## src/hw/rtl/assert_macros.svh

```systemverilog
// Assertion macros for the RTL, included by iir_sos_ctrl.
`ifndef ASSERT_MACROS_SVH
`define ASSERT_MACROS_SVH

// Checked only while the block is out of reset.
`define IIR_ASSERT(lbl, prop, msg) \
  lbl: assert property (@(posedge clk_i) disable iff (!rst_ni) (prop)) else $error(msg);

// Checked at every edge, reset included.
`define IIR_ASSERT_RST(lbl, prop, msg) \
  lbl: assert property (@(posedge clk_i) (prop)) else $error(msg);

`endif

```

## src/hw/rtl/iir_sos_pkg.sv

```systemverilog
// Types and constants shared by the IIR filter modules.
package iir_sos_pkg;

  localparam int unsigned MAX_TAPS_DEF     = 32;
  localparam int unsigned MAX_SECTIONS_DEF = 8;

  localparam int unsigned SAMPLE_W   = 16;
  localparam int unsigned COEF_W     = 18;
  localparam int unsigned DATA_W     = 32;
  localparam int unsigned PROD_W     = COEF_W + DATA_W;
  localparam int unsigned ACC_W      = 56;
  localparam int unsigned LEN_W      = 6;
  localparam int unsigned NSEC_W     = 4;
  localparam int unsigned IDX_W      = 5;
  localparam int unsigned CMD_W      = 2;
  localparam int unsigned CFG_IDX_W  = 2;
  localparam int unsigned CFG_DATA_W = 6;

  typedef enum logic [CMD_W-1:0] {
    CMD_FILTER = 2'd0,
    CMD_WRITE  = 2'd1,
    CMD_CLEAR  = 2'd2
  } cmd_e;

  typedef enum logic [CFG_IDX_W-1:0] {
    CFG_MODE    = 2'd0,
    CFG_FF_LEN  = 2'd1,
    CFG_FB_LEN  = 2'd2,
    CFG_NUM_SEC = 2'd3
  } cfg_idx_e;

  typedef enum logic [2:0] {
    ST_IDLE,
    ST_SEC,
    ST_FB,
    ST_FBW,
    ST_SH,
    ST_SHW,
    ST_OUT
  } state_e;

  // Tag that travels with each memory access through the MAC pipeline.
  typedef struct packed {
    logic vld;
    logic acc;
    logic neg;
    logic use_w;
    logic wr;
  } tag_t;

  typedef struct packed {
    logic load;
    logic clear;
  } mac_ctl_t;

endpackage

```

## src/hw/rtl/iir_sos_mem.sv

```systemverilog
// Delay line and coefficient memories with per-entry valid bits.
module iir_sos_mem #(
  parameter int unsigned MaxTaps = iir_sos_pkg::MAX_TAPS_DEF,
  parameter int unsigned AddrW   = $clog2(MaxTaps)
) (
  input  logic                                     clk_i,
  input  logic                                     rst_ni,
  input  logic [AddrW-1:0]                         dl_raddr_i,
  input  logic                                     dl_we_i,
  input  logic [AddrW-1:0]                         dl_waddr_i,
  input  logic signed [iir_sos_pkg::DATA_W-1:0]    dl_wdata_i,
  input  logic                                     dl_clr_i,
  output logic signed [iir_sos_pkg::DATA_W-1:0]    dl_rdata_o,
  input  logic [AddrW-1:0]                         coef_raddr_i,
  input  logic                                     ff_we_i,
  input  logic                                     fb_we_i,
  input  logic [AddrW-1:0]                         coef_waddr_i,
  input  logic signed [iir_sos_pkg::COEF_W-1:0]    coef_wdata_i,
  output logic signed [iir_sos_pkg::COEF_W-1:0]    ff_rdata_o,
  output logic signed [iir_sos_pkg::COEF_W-1:0]    fb_rdata_o
);

  logic signed [iir_sos_pkg::DATA_W-1:0] dl_mem [MaxTaps];
  logic signed [iir_sos_pkg::COEF_W-1:0] ff_mem [MaxTaps];
  logic signed [iir_sos_pkg::COEF_W-1:0] fb_mem [MaxTaps];

  logic [MaxTaps-1:0] dl_vld_q, ff_vld_q, fb_vld_q;
  logic signed [iir_sos_pkg::DATA_W-1:0] dl_rd_q;
  logic signed [iir_sos_pkg::COEF_W-1:0] ff_rd_q, fb_rd_q;
  logic dl_rv_q, ff_rv_q, fb_rv_q;

  always_ff @(posedge clk_i) begin
    if (dl_we_i) begin
      dl_mem[dl_waddr_i] <= dl_wdata_i;
    end
    if (ff_we_i) begin
      ff_mem[coef_waddr_i] <= coef_wdata_i;
    end
    if (fb_we_i) begin
      fb_mem[coef_waddr_i] <= coef_wdata_i;
    end
    dl_rd_q <= dl_mem[dl_raddr_i];
    ff_rd_q <= ff_mem[coef_raddr_i];
    fb_rd_q <= fb_mem[coef_raddr_i];
    dl_rv_q <= dl_vld_q[dl_raddr_i];
    ff_rv_q <= ff_vld_q[coef_raddr_i];
    fb_rv_q <= fb_vld_q[coef_raddr_i];
  end

  // An entry that has not been written since reset (or since a clear, for
  // the delay line) reads as zero.
  always_ff @(posedge clk_i or negedge rst_ni) begin
    if (!rst_ni) begin
      dl_vld_q <= '0;
      ff_vld_q <= '0;
      fb_vld_q <= '0;
    end else begin
      if (dl_clr_i) begin
        dl_vld_q <= '0;
      end else if (dl_we_i) begin
        dl_vld_q[dl_waddr_i] <= 1'b1;
      end
      if (ff_we_i) begin
        ff_vld_q[coef_waddr_i] <= 1'b1;
      end
      if (fb_we_i) begin
        fb_vld_q[coef_waddr_i] <= 1'b1;
      end
    end
  end

  assign dl_rdata_o = dl_rv_q ? dl_rd_q : '0;
  assign ff_rdata_o = ff_rv_q ? ff_rd_q : '0;
  assign fb_rdata_o = fb_rv_q ? fb_rd_q : '0;

endmodule

```

## src/hw/rtl/iir_sos_mac.sv

```systemverilog
// Shared multiply-accumulate with rounding and saturation of the accumulator.
module iir_sos_mac (
  input  logic                                     clk_i,
  input  logic                                     rst_ni,
  input  iir_sos_pkg::mac_ctl_t                    ctl_i,
  input  iir_sos_pkg::tag_t                        tag_i,
  input  logic signed [iir_sos_pkg::COEF_W-1:0]    ff_coef_i,
  input  logic signed [iir_sos_pkg::COEF_W-1:0]    fb_coef_i,
  input  logic signed [iir_sos_pkg::DATA_W-1:0]    dl_data_i,
  input  logic signed [iir_sos_pkg::DATA_W-1:0]    w_i,
  input  logic signed [iir_sos_pkg::DATA_W-1:0]    t_i,
  output logic                                     busy_o,
  output logic signed [iir_sos_pkg::DATA_W-1:0]    w_o,
  output logic signed [iir_sos_pkg::SAMPLE_W-1:0]  y_o,
  output logic                                     y_sat_o
);

  localparam int unsigned AccW  = iir_sos_pkg::ACC_W;
  localparam int unsigned ProdW = iir_sos_pkg::PROD_W;
  localparam int unsigned DataW = iir_sos_pkg::DATA_W;

  logic signed [iir_sos_pkg::COEF_W-1:0] coef;
  logic signed [DataW-1:0]               data;
  logic signed [ProdW-1:0]               prod_q;
  logic                                  vld2_q, acc2_q, neg2_q;
  logic signed [AccW-1:0]                acc_q, acc_d;
  logic signed [AccW-1:0]                rnd15, rnd23;

  assign coef = tag_i.neg ? fb_coef_i : ff_coef_i;
  assign data = tag_i.use_w ? w_i : dl_data_i;

  always_ff @(posedge clk_i) begin
    prod_q <= coef * data;
  end

  always_ff @(posedge clk_i or negedge rst_ni) begin
    if (!rst_ni) begin
      vld2_q <= 1'b0;
      acc2_q <= 1'b0;
      neg2_q <= 1'b0;
      acc_q  <= '0;
    end else begin
      vld2_q <= tag_i.vld;
      acc2_q <= tag_i.acc;
      neg2_q <= tag_i.neg;
      acc_q  <= acc_d;
    end
  end

  always_comb begin
    acc_d = acc_q;
    if (ctl_i.load) begin
      acc_d = AccW'(t_i) <<< 15;
    end else if (ctl_i.clear) begin
      acc_d = '0;
    end else if (vld2_q && acc2_q) begin
      if (neg2_q) begin
        acc_d = acc_q - AccW'(prod_q);
      end else begin
        acc_d = acc_q + AccW'(prod_q);
      end
    end
  end

  assign busy_o = vld2_q;

  // Round half up from the Q.23 accumulator to the Q.8 word and the Q.0 sample, then saturate.
  assign rnd15 = (acc_q + AccW'(64'sd1 <<< 14)) >>> 15;
  assign rnd23 = (acc_q + AccW'(64'sd1 <<< 22)) >>> 23;

  always_comb begin
    if (rnd15 > AccW'(64'sd2147483647)) begin
      w_o = 32'sh7fffffff;
    end else if (rnd15 < -AccW'(64'sd2147483648)) begin
      w_o = 32'sh80000000;
    end else begin
      w_o = DataW'(rnd15);
    end
    y_sat_o = 1'b1;
    if (rnd23 > AccW'(64'sd32767)) begin
      y_o = 16'sh7fff;
    end else if (rnd23 < -AccW'(64'sd32768)) begin
      y_o = 16'sh8000;
    end else begin
      y_o     = iir_sos_pkg::SAMPLE_W'(rnd23);
      y_sat_o = 1'b0;
    end
  end

endmodule

```

## src/hw/rtl/iir_sos_ctrl.sv

```systemverilog
// Sequencer: configuration, coefficient writes and clears, tap addressing, delay write-back and output word.
`include "assert_macros.svh"

module iir_sos_ctrl #(
  parameter int unsigned MaxTaps     = iir_sos_pkg::MAX_TAPS_DEF,
  parameter int unsigned MaxSections = iir_sos_pkg::MAX_SECTIONS_DEF,
  parameter int unsigned AddrW       = $clog2(MaxTaps)
) (
  input  logic                                     clk_i,
  input  logic                                     rst_ni,
  input  logic                                     cfg_we_i,
  input  logic [iir_sos_pkg::CFG_IDX_W-1:0]        cfg_idx_i,
  input  logic [iir_sos_pkg::CFG_DATA_W-1:0]       cfg_wdata_i,
  input  logic                                     in_valid_i,
  output logic                                     in_ready_o,
  input  logic [iir_sos_pkg::CMD_W-1:0]            command_i,
  input  logic                                     coef_select_i,
  input  logic [iir_sos_pkg::IDX_W-1:0]            coef_index_i,
  input  logic signed [iir_sos_pkg::COEF_W-1:0]    coef_value_i,
  input  logic signed [iir_sos_pkg::SAMPLE_W-1:0]  sample_i,
  output logic                                     out_valid_o,
  input  logic                                     out_ready_i,
  output logic signed [iir_sos_pkg::SAMPLE_W-1:0]  filtered_sample_o,
  output logic                                     saturated_o,
  output logic [AddrW-1:0]                         dl_raddr_o,
  output logic                                     dl_we_o,
  output logic [AddrW-1:0]                         dl_waddr_o,
  output logic signed [iir_sos_pkg::DATA_W-1:0]    dl_wdata_o,
  output logic                                     dl_clr_o,
  input  logic signed [iir_sos_pkg::DATA_W-1:0]    dl_rdata_i,
  output logic [AddrW-1:0]                         coef_raddr_o,
  output logic                                     ff_we_o,
  output logic                                     fb_we_o,
  output logic [AddrW-1:0]                         coef_waddr_o,
  output logic signed [iir_sos_pkg::COEF_W-1:0]    coef_wdata_o,
  output iir_sos_pkg::tag_t                        tag_o,
  output iir_sos_pkg::mac_ctl_t                    mac_ctl_o,
  output logic signed [iir_sos_pkg::DATA_W-1:0]    w_o,
  output logic signed [iir_sos_pkg::DATA_W-1:0]    t_o,
  input  logic                                     mac_busy_i,
  input  logic signed [iir_sos_pkg::DATA_W-1:0]    mac_w_i,
  input  logic signed [iir_sos_pkg::SAMPLE_W-1:0]  mac_y_i,
  input  logic                                     mac_y_sat_i
);

  localparam int unsigned CntW   = $clog2(MaxTaps + 1);
  localparam int unsigned SecLim = (MaxSections < MaxTaps / 3) ? MaxSections : MaxTaps / 3;
  localparam int unsigned SecW   = (SecLim > 1) ? $clog2(SecLim) : 1;
  localparam int unsigned DataW  = iir_sos_pkg::DATA_W;

  iir_sos_pkg::state_e state_q, state_d;

  logic                               mode_q;
  logic [iir_sos_pkg::LEN_W-1:0]      ff_len_q, fb_len_q;
  logic [iir_sos_pkg::NSEC_W-1:0]     nsec_q;

  logic [AddrW-1:0]        i_q, i_d, base_q, base_d, waddr1_q;
  logic [SecW-1:0]         sect_q, sect_d, sect_last;
  logic signed [DataW-1:0] w_q, w_d, t_q, t_d;
  iir_sos_pkg::tag_t       iss, tag1_q;
  logic [AddrW-1:0]        iss_waddr;

  logic                                    out_vld_q, out_vld_d, out_sat_q, out_load;
  logic signed [iir_sos_pkg::SAMPLE_W-1:0] out_y_q;

  logic [CntW-1:0] nf_clamp, nr_clamp, nf, nr, n;
  logic            accept;
  logic            pipe_empty;

  // Effective lengths; a cascade section always uses three taps.
  always_comb begin
    if (ff_len_q == '0) begin
      nf_clamp = CntW'(1);
    end else if (int'(ff_len_q) > MaxTaps) begin
      nf_clamp = CntW'(MaxTaps);
    end else begin
      nf_clamp = CntW'(ff_len_q);
    end
    if (fb_len_q == '0) begin
      nr_clamp = CntW'(1);
    end else if (int'(fb_len_q) > MaxTaps) begin
      nr_clamp = CntW'(MaxTaps);
    end else begin
      nr_clamp = CntW'(fb_len_q);
    end
    if (nsec_q == '0) begin
      sect_last = '0;
    end else if (int'(nsec_q) > SecLim) begin
      sect_last = SecW'(SecLim - 1);
    end else begin
      sect_last = SecW'(nsec_q - iir_sos_pkg::NSEC_W'(1));
    end
    nf = mode_q ? CntW'(3) : nf_clamp;
    nr = mode_q ? CntW'(3) : nr_clamp;
    n  = (nf > nr) ? nf : nr;
  end

  assign accept     = in_valid_i && in_ready_o;
  assign in_ready_o = (state_q == iir_sos_pkg::ST_IDLE);
  assign pipe_empty = !tag1_q.vld && !mac_busy_i;

  always_ff @(posedge clk_i or negedge rst_ni) begin
    if (!rst_ni) begin
      mode_q   <= 1'b0;
      ff_len_q <= iir_sos_pkg::LEN_W'(1);
      fb_len_q <= iir_sos_pkg::LEN_W'(1);
      nsec_q   <= iir_sos_pkg::NSEC_W'(1);
    end else if (cfg_we_i) begin
      case (iir_sos_pkg::cfg_idx_e'(cfg_idx_i))
        iir_sos_pkg::CFG_MODE:    mode_q   <= cfg_wdata_i[0];
        iir_sos_pkg::CFG_FF_LEN:  ff_len_q <= cfg_wdata_i;
        iir_sos_pkg::CFG_FB_LEN:  fb_len_q <= cfg_wdata_i;
        iir_sos_pkg::CFG_NUM_SEC: nsec_q   <= cfg_wdata_i[iir_sos_pkg::NSEC_W-1:0];
        default: ;
      endcase
    end
  end

  // Coefficient writes and clears complete in the cycle they are accepted.
  assign coef_waddr_o = AddrW'(coef_index_i);
  assign coef_wdata_o = coef_value_i;
  always_comb begin
    ff_we_o  = 1'b0;
    fb_we_o  = 1'b0;
    dl_clr_o = 1'b0;
    if (accept) begin
      case (iir_sos_pkg::cmd_e'(command_i))
        iir_sos_pkg::CMD_WRITE: begin
          if (int'(coef_index_i) < MaxTaps) begin
            ff_we_o = !coef_select_i;
            fb_we_o = coef_select_i;
          end
        end
        iir_sos_pkg::CMD_CLEAR: dl_clr_o = 1'b1;
        default: ;
      endcase
    end
  end

  always_comb begin
    state_d      = state_q;
    i_d          = i_q;
    base_d       = base_q;
    sect_d       = sect_q;
    w_d          = w_q;
    t_d          = t_q;
    iss          = '0;
    iss_waddr    = base_q + i_q;
    dl_raddr_o   = base_q + i_q - AddrW'(1);
    coef_raddr_o = base_q + i_q;
    mac_ctl_o    = '0;
    out_load     = 1'b0;
    case (state_q)
      iir_sos_pkg::ST_IDLE: begin
        if (accept && iir_sos_pkg::cmd_e'(command_i) == iir_sos_pkg::CMD_FILTER) begin
          t_d     = DataW'(sample_i) <<< 8;
          base_d  = '0;
          sect_d  = '0;
          state_d = iir_sos_pkg::ST_SEC;
        end
      end
      iir_sos_pkg::ST_SEC: begin
        mac_ctl_o.load = 1'b1;
        i_d            = AddrW'(1);
        state_d        = iir_sos_pkg::ST_FB;
      end
      // Feedback taps read the old word one place below, since the line
      // shifts after the new head word is formed. The last tap moves on
      // at once, as the index cannot count past the top of the line.
      iir_sos_pkg::ST_FB: begin
        if (CntW'(i_q) < nr) begin
          iss.vld = 1'b1;
          iss.acc = 1'b1;
          iss.neg = 1'b1;
          i_d     = i_q + AddrW'(1);
          if (CntW'(i_q) == nr - CntW'(1)) begin
            state_d = iir_sos_pkg::ST_FBW;
          end
        end else begin
          state_d = iir_sos_pkg::ST_FBW;
        end
      end
      iir_sos_pkg::ST_FBW: begin
        if (pipe_empty) begin
          w_d             = mac_w_i;
          mac_ctl_o.clear = 1'b1;
          i_d             = AddrW'(n - CntW'(1));
          state_d         = iir_sos_pkg::ST_SH;
        end
      end
      // Shift from the top down so that no word is overwritten before it
      // has been read; the head word goes in last.
      iir_sos_pkg::ST_SH: begin
        iss.vld = 1'b1;
        iss.wr  = 1'b1;
        if (i_q != '0) begin
          iss.acc = (CntW'(i_q) < nf);
          i_d     = i_q - AddrW'(1);
        end else begin
          iss.acc   = 1'b1;
          iss.use_w = 1'b1;
          state_d   = iir_sos_pkg::ST_SHW;
        end
      end
      iir_sos_pkg::ST_SHW: begin
        if (pipe_empty) begin
          if (mode_q && sect_q != sect_last) begin
            t_d     = mac_w_i;
            base_d  = base_q + AddrW'(3);
            sect_d  = sect_q + SecW'(1);
            state_d = iir_sos_pkg::ST_SEC;
          end else begin
            state_d = iir_sos_pkg::ST_OUT;
          end
        end
      end
      iir_sos_pkg::ST_OUT: begin
        if (!out_vld_q || out_ready_i) begin
          out_load = 1'b1;
          state_d  = iir_sos_pkg::ST_IDLE;
        end
      end
      default: state_d = iir_sos_pkg::ST_IDLE;
    endcase
  end

  assign out_vld_d = out_load || (out_vld_q && !out_ready_i);

  always_ff @(posedge clk_i or negedge rst_ni) begin
    if (!rst_ni) begin
      state_q   <= iir_sos_pkg::ST_IDLE;
      tag1_q    <= '0;
      out_vld_q <= 1'b0;
      i_q       <= '0;
      base_q    <= '0;
      sect_q    <= '0;
    end else begin
      state_q   <= state_d;
      tag1_q    <= iss;
      out_vld_q <= out_vld_d;
      i_q       <= i_d;
      base_q    <= base_d;
      sect_q    <= sect_d;
    end
  end

  always_ff @(posedge clk_i) begin
    w_q      <= w_d;
    t_q      <= t_d;
    waddr1_q <= iss_waddr;
    if (out_load) begin
      out_y_q   <= mac_y_i;
      out_sat_q <= mac_y_sat_i;
    end
  end

  assign dl_we_o    = tag1_q.vld && tag1_q.wr;
  assign dl_waddr_o = waddr1_q;
  assign dl_wdata_o = tag1_q.use_w ? w_q : dl_rdata_i;
  assign tag_o      = tag1_q;
  assign w_o        = w_q;
  assign t_o        = t_q;

  assign out_valid_o       = out_vld_q;
  assign filtered_sample_o = out_y_q;
  assign saturated_o       = out_sat_q;

  `IIR_ASSERT_RST(a_reset_idle, !rst_ni |=> (state_q == iir_sos_pkg::ST_IDLE && !out_vld_q), "reset left the sequencer busy")
  `IIR_ASSERT(a_idle_no_write, (state_q == iir_sos_pkg::ST_IDLE) |-> !tag1_q.vld, "memory access in flight while idle")
  `IIR_ASSERT(a_shift_in_range, (state_q == iir_sos_pkg::ST_SH) |-> (CntW'(i_q) < n), "shift index beyond the delay line")
  `IIR_ASSERT(a_section_in_range, (state_q != iir_sos_pkg::ST_IDLE) |-> (sect_q <= sect_last), "section count overrun")

endmodule

```

## src/hw/rtl/iir_direct_form2_sos_filter_unit.sv

```systemverilog
// Direct-form-II IIR filter, single or cascaded second-order sections.
// A coefficient write or a delay-line clear completes in the cycle it is
// accepted. A filter word runs through one shared multiply-accumulate fed by
// the one read port of the delay memory: the feedback taps first, then the
// shift of the line with the feedforward taps; in cascade mode this repeats
// for each section. The result sits in an output register, and the
// next word is taken while it waits. Reset and clear need no sweep: each memory
// entry carries a valid bit, and an entry not yet written reads as zero.
module iir_direct_form2_sos_filter_unit #(
  parameter int unsigned MaxTaps     = iir_sos_pkg::MAX_TAPS_DEF,
  parameter int unsigned MaxSections = iir_sos_pkg::MAX_SECTIONS_DEF
) (
  input  logic                                     clk_i,
  input  logic                                     rst_ni,
  input  logic                                     cfg_we_i,
  input  logic [iir_sos_pkg::CFG_IDX_W-1:0]        cfg_idx_i,
  input  logic [iir_sos_pkg::CFG_DATA_W-1:0]       cfg_wdata_i,
  input  logic                                     in_valid_i,
  output logic                                     in_ready_o,
  input  logic [iir_sos_pkg::CMD_W-1:0]            command_i,
  input  logic                                     coef_select_i,
  input  logic [iir_sos_pkg::IDX_W-1:0]            coef_index_i,
  input  logic signed [iir_sos_pkg::COEF_W-1:0]    coef_value_i,
  input  logic signed [iir_sos_pkg::SAMPLE_W-1:0]  sample_i,
  output logic                                     out_valid_o,
  input  logic                                     out_ready_i,
  output logic signed [iir_sos_pkg::SAMPLE_W-1:0]  filtered_sample_o,
  output logic                                     saturated_o
);

  localparam int unsigned AddrW = $clog2(MaxTaps);

  logic [AddrW-1:0]                        dl_raddr, dl_waddr, coef_raddr, coef_waddr;
  logic                                    dl_we, dl_clr, ff_we, fb_we, mac_busy, mac_y_sat;
  logic signed [iir_sos_pkg::DATA_W-1:0]   dl_wdata, dl_rdata, w, t, mac_w;
  logic signed [iir_sos_pkg::COEF_W-1:0]   coef_wdata, ff_rdata, fb_rdata;
  logic signed [iir_sos_pkg::SAMPLE_W-1:0] mac_y;
  iir_sos_pkg::tag_t                       tag;
  iir_sos_pkg::mac_ctl_t                   mac_ctl;

  iir_sos_mem #(
    .MaxTaps (MaxTaps),
    .AddrW   (AddrW)
  ) u_mem (
    .clk_i        (clk_i),
    .rst_ni       (rst_ni),
    .dl_raddr_i   (dl_raddr),
    .dl_we_i      (dl_we),
    .dl_waddr_i   (dl_waddr),
    .dl_wdata_i   (dl_wdata),
    .dl_clr_i     (dl_clr),
    .dl_rdata_o   (dl_rdata),
    .coef_raddr_i (coef_raddr),
    .ff_we_i      (ff_we),
    .fb_we_i      (fb_we),
    .coef_waddr_i (coef_waddr),
    .coef_wdata_i (coef_wdata),
    .ff_rdata_o   (ff_rdata),
    .fb_rdata_o   (fb_rdata)
  );

  iir_sos_mac u_mac (
    .clk_i     (clk_i),
    .rst_ni    (rst_ni),
    .ctl_i     (mac_ctl),
    .tag_i     (tag),
    .ff_coef_i (ff_rdata),
    .fb_coef_i (fb_rdata),
    .dl_data_i (dl_rdata),
    .w_i       (w),
    .t_i       (t),
    .busy_o    (mac_busy),
    .w_o       (mac_w),
    .y_o       (mac_y),
    .y_sat_o   (mac_y_sat)
  );

  iir_sos_ctrl #(
    .MaxTaps     (MaxTaps),
    .MaxSections (MaxSections),
    .AddrW       (AddrW)
  ) u_ctrl (
    .clk_i             (clk_i),
    .rst_ni            (rst_ni),
    .cfg_we_i          (cfg_we_i),
    .cfg_idx_i         (cfg_idx_i),
    .cfg_wdata_i       (cfg_wdata_i),
    .in_valid_i        (in_valid_i),
    .in_ready_o        (in_ready_o),
    .command_i         (command_i),
    .coef_select_i     (coef_select_i),
    .coef_index_i      (coef_index_i),
    .coef_value_i      (coef_value_i),
    .sample_i          (sample_i),
    .out_valid_o       (out_valid_o),
    .out_ready_i       (out_ready_i),
    .filtered_sample_o (filtered_sample_o),
    .saturated_o       (saturated_o),
    .dl_raddr_o        (dl_raddr),
    .dl_we_o           (dl_we),
    .dl_waddr_o        (dl_waddr),
    .dl_wdata_o        (dl_wdata),
    .dl_clr_o          (dl_clr),
    .dl_rdata_i        (dl_rdata),
    .coef_raddr_o      (coef_raddr),
    .ff_we_o           (ff_we),
    .fb_we_o           (fb_we),
    .coef_waddr_o      (coef_waddr),
    .coef_wdata_o      (coef_wdata),
    .tag_o             (tag),
    .mac_ctl_o         (mac_ctl),
    .w_o               (w),
    .t_o               (t),
    .mac_busy_i        (mac_busy),
    .mac_w_i           (mac_w),
    .mac_y_i           (mac_y),
    .mac_y_sat_i       (mac_y_sat)
  );

endmodule
```

## config.mk

```make
export PLATFORM = sky130hd
export DESIGN_NAME = iir_direct_form2_sos_filter_unit
export DESIGN_NICKNAME = d
export VERILOG_FILES = /design/src/hw/rtl/iir_sos_pkg.sv /design/src/hw/rtl/iir_sos_mem.sv /design/src/hw/rtl/iir_sos_mac.sv /design/src/hw/rtl/iir_sos_ctrl.sv /design/src/hw/rtl/iir_direct_form2_sos_filter_unit.sv
export VERILOG_INCLUDE_DIRS = /design/src /design/src/hw/rtl
export SDC_FILE = /design/constraint.sdc
export NUM_CORES = 2
export LEC_CHECK = 0
export CAP_MARGIN = 10
export CORE_MARGIN = 3
export CORE_UTILIZATION = 39
export DETAILED_ROUTE_END_ITERATION = 8
export DONT_BUFFER_PORTS = 1
export SETUP_SLACK_MARGIN = 0.5
export SLEW_MARGIN = 25
export SYNTH_ARGS = -nofsm -noshare
export SYNTH_HDL_FRONTEND = slang
export SYNTH_SLANG_ARGS = --single-unit
```

## constraint.sdc

```tcl
create_clock -name clk_i -period 10.8 [get_ports clk_i]
set_clock_uncertainty 0.05 [all_clocks]
set_input_delay 1.62 -clock clk_i [delete_from_list [all_inputs] [get_ports clk_i]]
set_output_delay 1.62 -clock clk_i [all_outputs]
set_load 0.05 [all_outputs]
```

==> flow_summary.ini <==
[floorplanning]
rows = 205
die_h_um = 568
fp.dieW_um = 568
dieArea_um2 = 322000
io_pins = 74
initial_utilization_pct = 39.3
core-area_um2 = 313000

[power]
power_density_nw_per_um2 = 329
ir_drop_mv = 0.809
power.leakage_nw = 49.6

[sta]
rsz0062_at_grt = no
maxSlewViolCount = 0
setup_viol = 0
tightest_slew_ns = 1.19
fin_tns_setup_ns = 0
relSlewSlack_pct = 20.6
period_share_pct = 87.0
final.min_clock_period_ns = 9.40
hold_viol = 0
fmax_mhz = 106

[synthesis]
synth.cell_area_um2 = 123000
synth.distinct_cells = 89
ys_seq_elements = 2577
synthTopCellsByArea = edfxtp_1 (55%), mux4_2 (12%), fa_1 (9.1%)
synth_common_cells = edfxtp_1 (2257), nand2_1 (834), inv_1 (676), mux4_2 (634), fa_1 (556)
syn-mean-instance-area_um2 = 15.5
synth_flop_cell = edfxtp_1
synth_cells = 7958
synth_top_cell_by_area = edfxtp_1
synth_seq_area_share_pct = 61.1
postSynth.asyncResetShare_pct = 7.53
synth_top_area_share_pct = 55.1
synth_edf_count = 2257
yosysMostFrequentCell = edfxtp_1
syn_nets = 8776
yosys_warnings = 0

[clock_tree]
numCtsBuffers = 274
cts.sinks = 2577
cts.clk_slew.worst_paths_ns = 0.06
cts_tree = yes
clockBufferDepth = 4
cts_setup_buffers = 0
holdBufCountCts = 0
h-tree-depth = 5
ctsResizeCount = 0
cts-root-buf = clkbuf_16
clock_latency_ns = 0.85

[detailed_routing]
firstDrtPassIters = 5
avgViaCountPerCell = 5.60
drt-wirelength-per-cell_um = 27.1
drtAntennaViolNets = 0
route.detailed.drc = 0
drt_iter0_drc = 7526
finalWirelength_um = 337000
detailroute.via_count = 69594

[worst_hold_path]
min_path_type = reg -> reg

[setup_path]
worstSetupPathType = reg -> reg
critPathMostFrequentCell = inv_1
crit_family = compound AO/OA/AOI/OAI gates
critPathMaxFanout = 33
cpMaxStageDelayCell = a22oi_1
arrival_ns = 10.04
crit_path_start_kind = flip-flop
critPathMaxStageDelay_ns = 1.00
crit_path_end_kind = flip-flop
critPathRequiredTime_ns = 11.45
critPathBufInv = 7

[global_routing]
grt_pass1_vias = 71187
global_route.overflow_total = 0
grt_pass1_wl_um = 494000
grt.total_usage_pct = 20.8
grt_max_degree = 195
antenna_found_initial = 17

[job]
max_cap_viol_count = 0

[placement]
port_buffers = 0
placed_cells = 11933
gp_congestion = 0.926
dp_hpwl_um = 210000

[finish]
syn_to_final_growth_pct = 12.0
final_nets = 8889
drive_gt1_share_pct = 18.5
final_cells = 12435

[outcome]
status = complete, no violations
-- where the power goes --
part           leakage, nW  switching [mW]  internal (mW)  total (mW)
sequential            24.4           0.702           11.8        12.5
clock                 4.23            3.86           5.22        9.09
combinational         21.0            13.8           9.91        23.8
-- path summary, 6_finish.rpt --
kind | start | to | slack (ns) | cells after the start
max | u_ctrl.tag_o[1]$_DFF_PN0_ | u_mac.prod_q[47]$_DFF_P_ | 1.40 | 27
min | u_ctrl.tag_o[3]$_DFF_PN0_ | u_mac.acc2_q$_DFF_PN0_ | 0.30 | 0
max reg2reg | u_ctrl.tag_o[1]$_DFF_PN0_ | u_mac.prod_q[47]$_DFF_P_ | 1.40 | 27
min reg2reg | u_ctrl.tag_o[3]$_DFF_PN0_ | u_mac.acc2_q$_DFF_PN0_ | 0.30 | 0
max in group asynchronous | rst_ni | u_mem.ff_vld_q[29]$_DFFE_PN0P_ | 9.57 | 0
min in group asynchronous | rst_ni | u_mac.acc_q[55]$_DFFE_PN0P_ | 0.42 | 0
-- cells by family after synthesis --
group           Yosys count  synth area share, %
simple gates           1909                 6.74
mux                     715                 12.4
buf+inv                1064                 3.29
flops                  2577                 61.1
compound gates          699                 3.70
xor+xnor                230                 1.64
fa+ha+maj               764                 11.2
-- layer usage --
| layer | wire length [um] | part of all wire (%) | track usage [%] |
|---|---|---|---|
| met1 | 142000 | 42 | 29.4 |
| met2 | 159000 | 47 | 33.0 |
| met3 | 24500 | 7.3 | 3.42 |
| met4 | 11400 | 3.4 | 6.39 |
| met5 | 39 | 0.012 | 0 |
-- registers in the layout, summed over array words and instances (netlist names), 6 cells and up --
| name | flops |
|---|---|
| u_mem.dl_vld_q | 32 |
| u_mac.acc_q | 56 |
| u_mem.ff_rd_q | 18 |
| u_mem.ff_vld_q | 32 |
| u_mem.fb_mem | 576 |
| u_mem.dl_mem | 1024 |
| u_ctrl.w_o | 32 |
| u_mem.fb_vld_q | 32 |
| u_mem.fb_rd_q | 18 |
| u_mem.dl_rd_q | 32 |
| u_ctrl.t_o | 32 |
| u_ctrl.fb_len_q | 6 |
| u_mac.prod_q | 50 |
| u_ctrl.filtered_sample_o | 16 |
| u_ctrl.ff_len_q | 6 |
| u_mem.ff_mem | 576 |
-- cell type report --
class | instances | area [um^2]
Fill cell | 27660 | 175000
Sequential cell | 2577 | 75200
Multi-Input combinational cell | 4317 | 44400
Clock buffer | 365 | 7530
Tap cell | 4140 | 5180
Inverter | 682 | 2570
Timing Repair Buffer | 219 | 1740
Clock inverter | 126 | 1080
Antenna cell | 9 | 22.5
-- cell usage in the layout, fill, tap and decap left out, drive strengths merged, types with 18 or more instances in the layout --
master | netlist | layout
edfxtp | 2257 | 2257
nand2 | 834 | 834
inv | 679 | 692
mux4 | 634 | 634
fa | 556 | 556
nor2 | 523 | 523
clkbuf | 307 | 365
nand3 | 245 | 245
buf | 75 | 219
ha | 207 | 207
o21ai | 193 | 193
dfrtp | 191 | 191
a21oi | 171 | 171
xnor2 | 158 | 158
dfxtp | 126 | 126
clkinv | 3 | 99
mux2 | 78 | 78
xor2 | 72 | 72
or2 | 69 | 69
o21a | 62 | 62
a22oi | 57 | 57
nor3 | 52 | 52
a21o | 51 | 51
nand2b | 28 | 28
nand4 | 27 | 27
and3 | 25 | 25
a22o | 22 | 22
and2 | 22 | 22
o21bai | 19 | 19
a221oi | 19 | 19
nor2b | 19 | 19
a31oi | 18 | 18
-- stage by stage --
stage	setup WS [ns]	hold slack, ns	utilization [%]	power [mW]	instance area, um^2
floorplan	2.70	0.281	-	28.9	123000
global placement	1.10	0.289	41.2	36.4	129000
detailed placement	1.51	0.285	41.2	36.5	129000
CTS	1.52	0.298	44.0	45.7	138000
global route	0.819	0.324	44.0	47.8	138000
finish	1.40	0.297	44.0	45.3	138000
(Power assumes the default switching activity.)
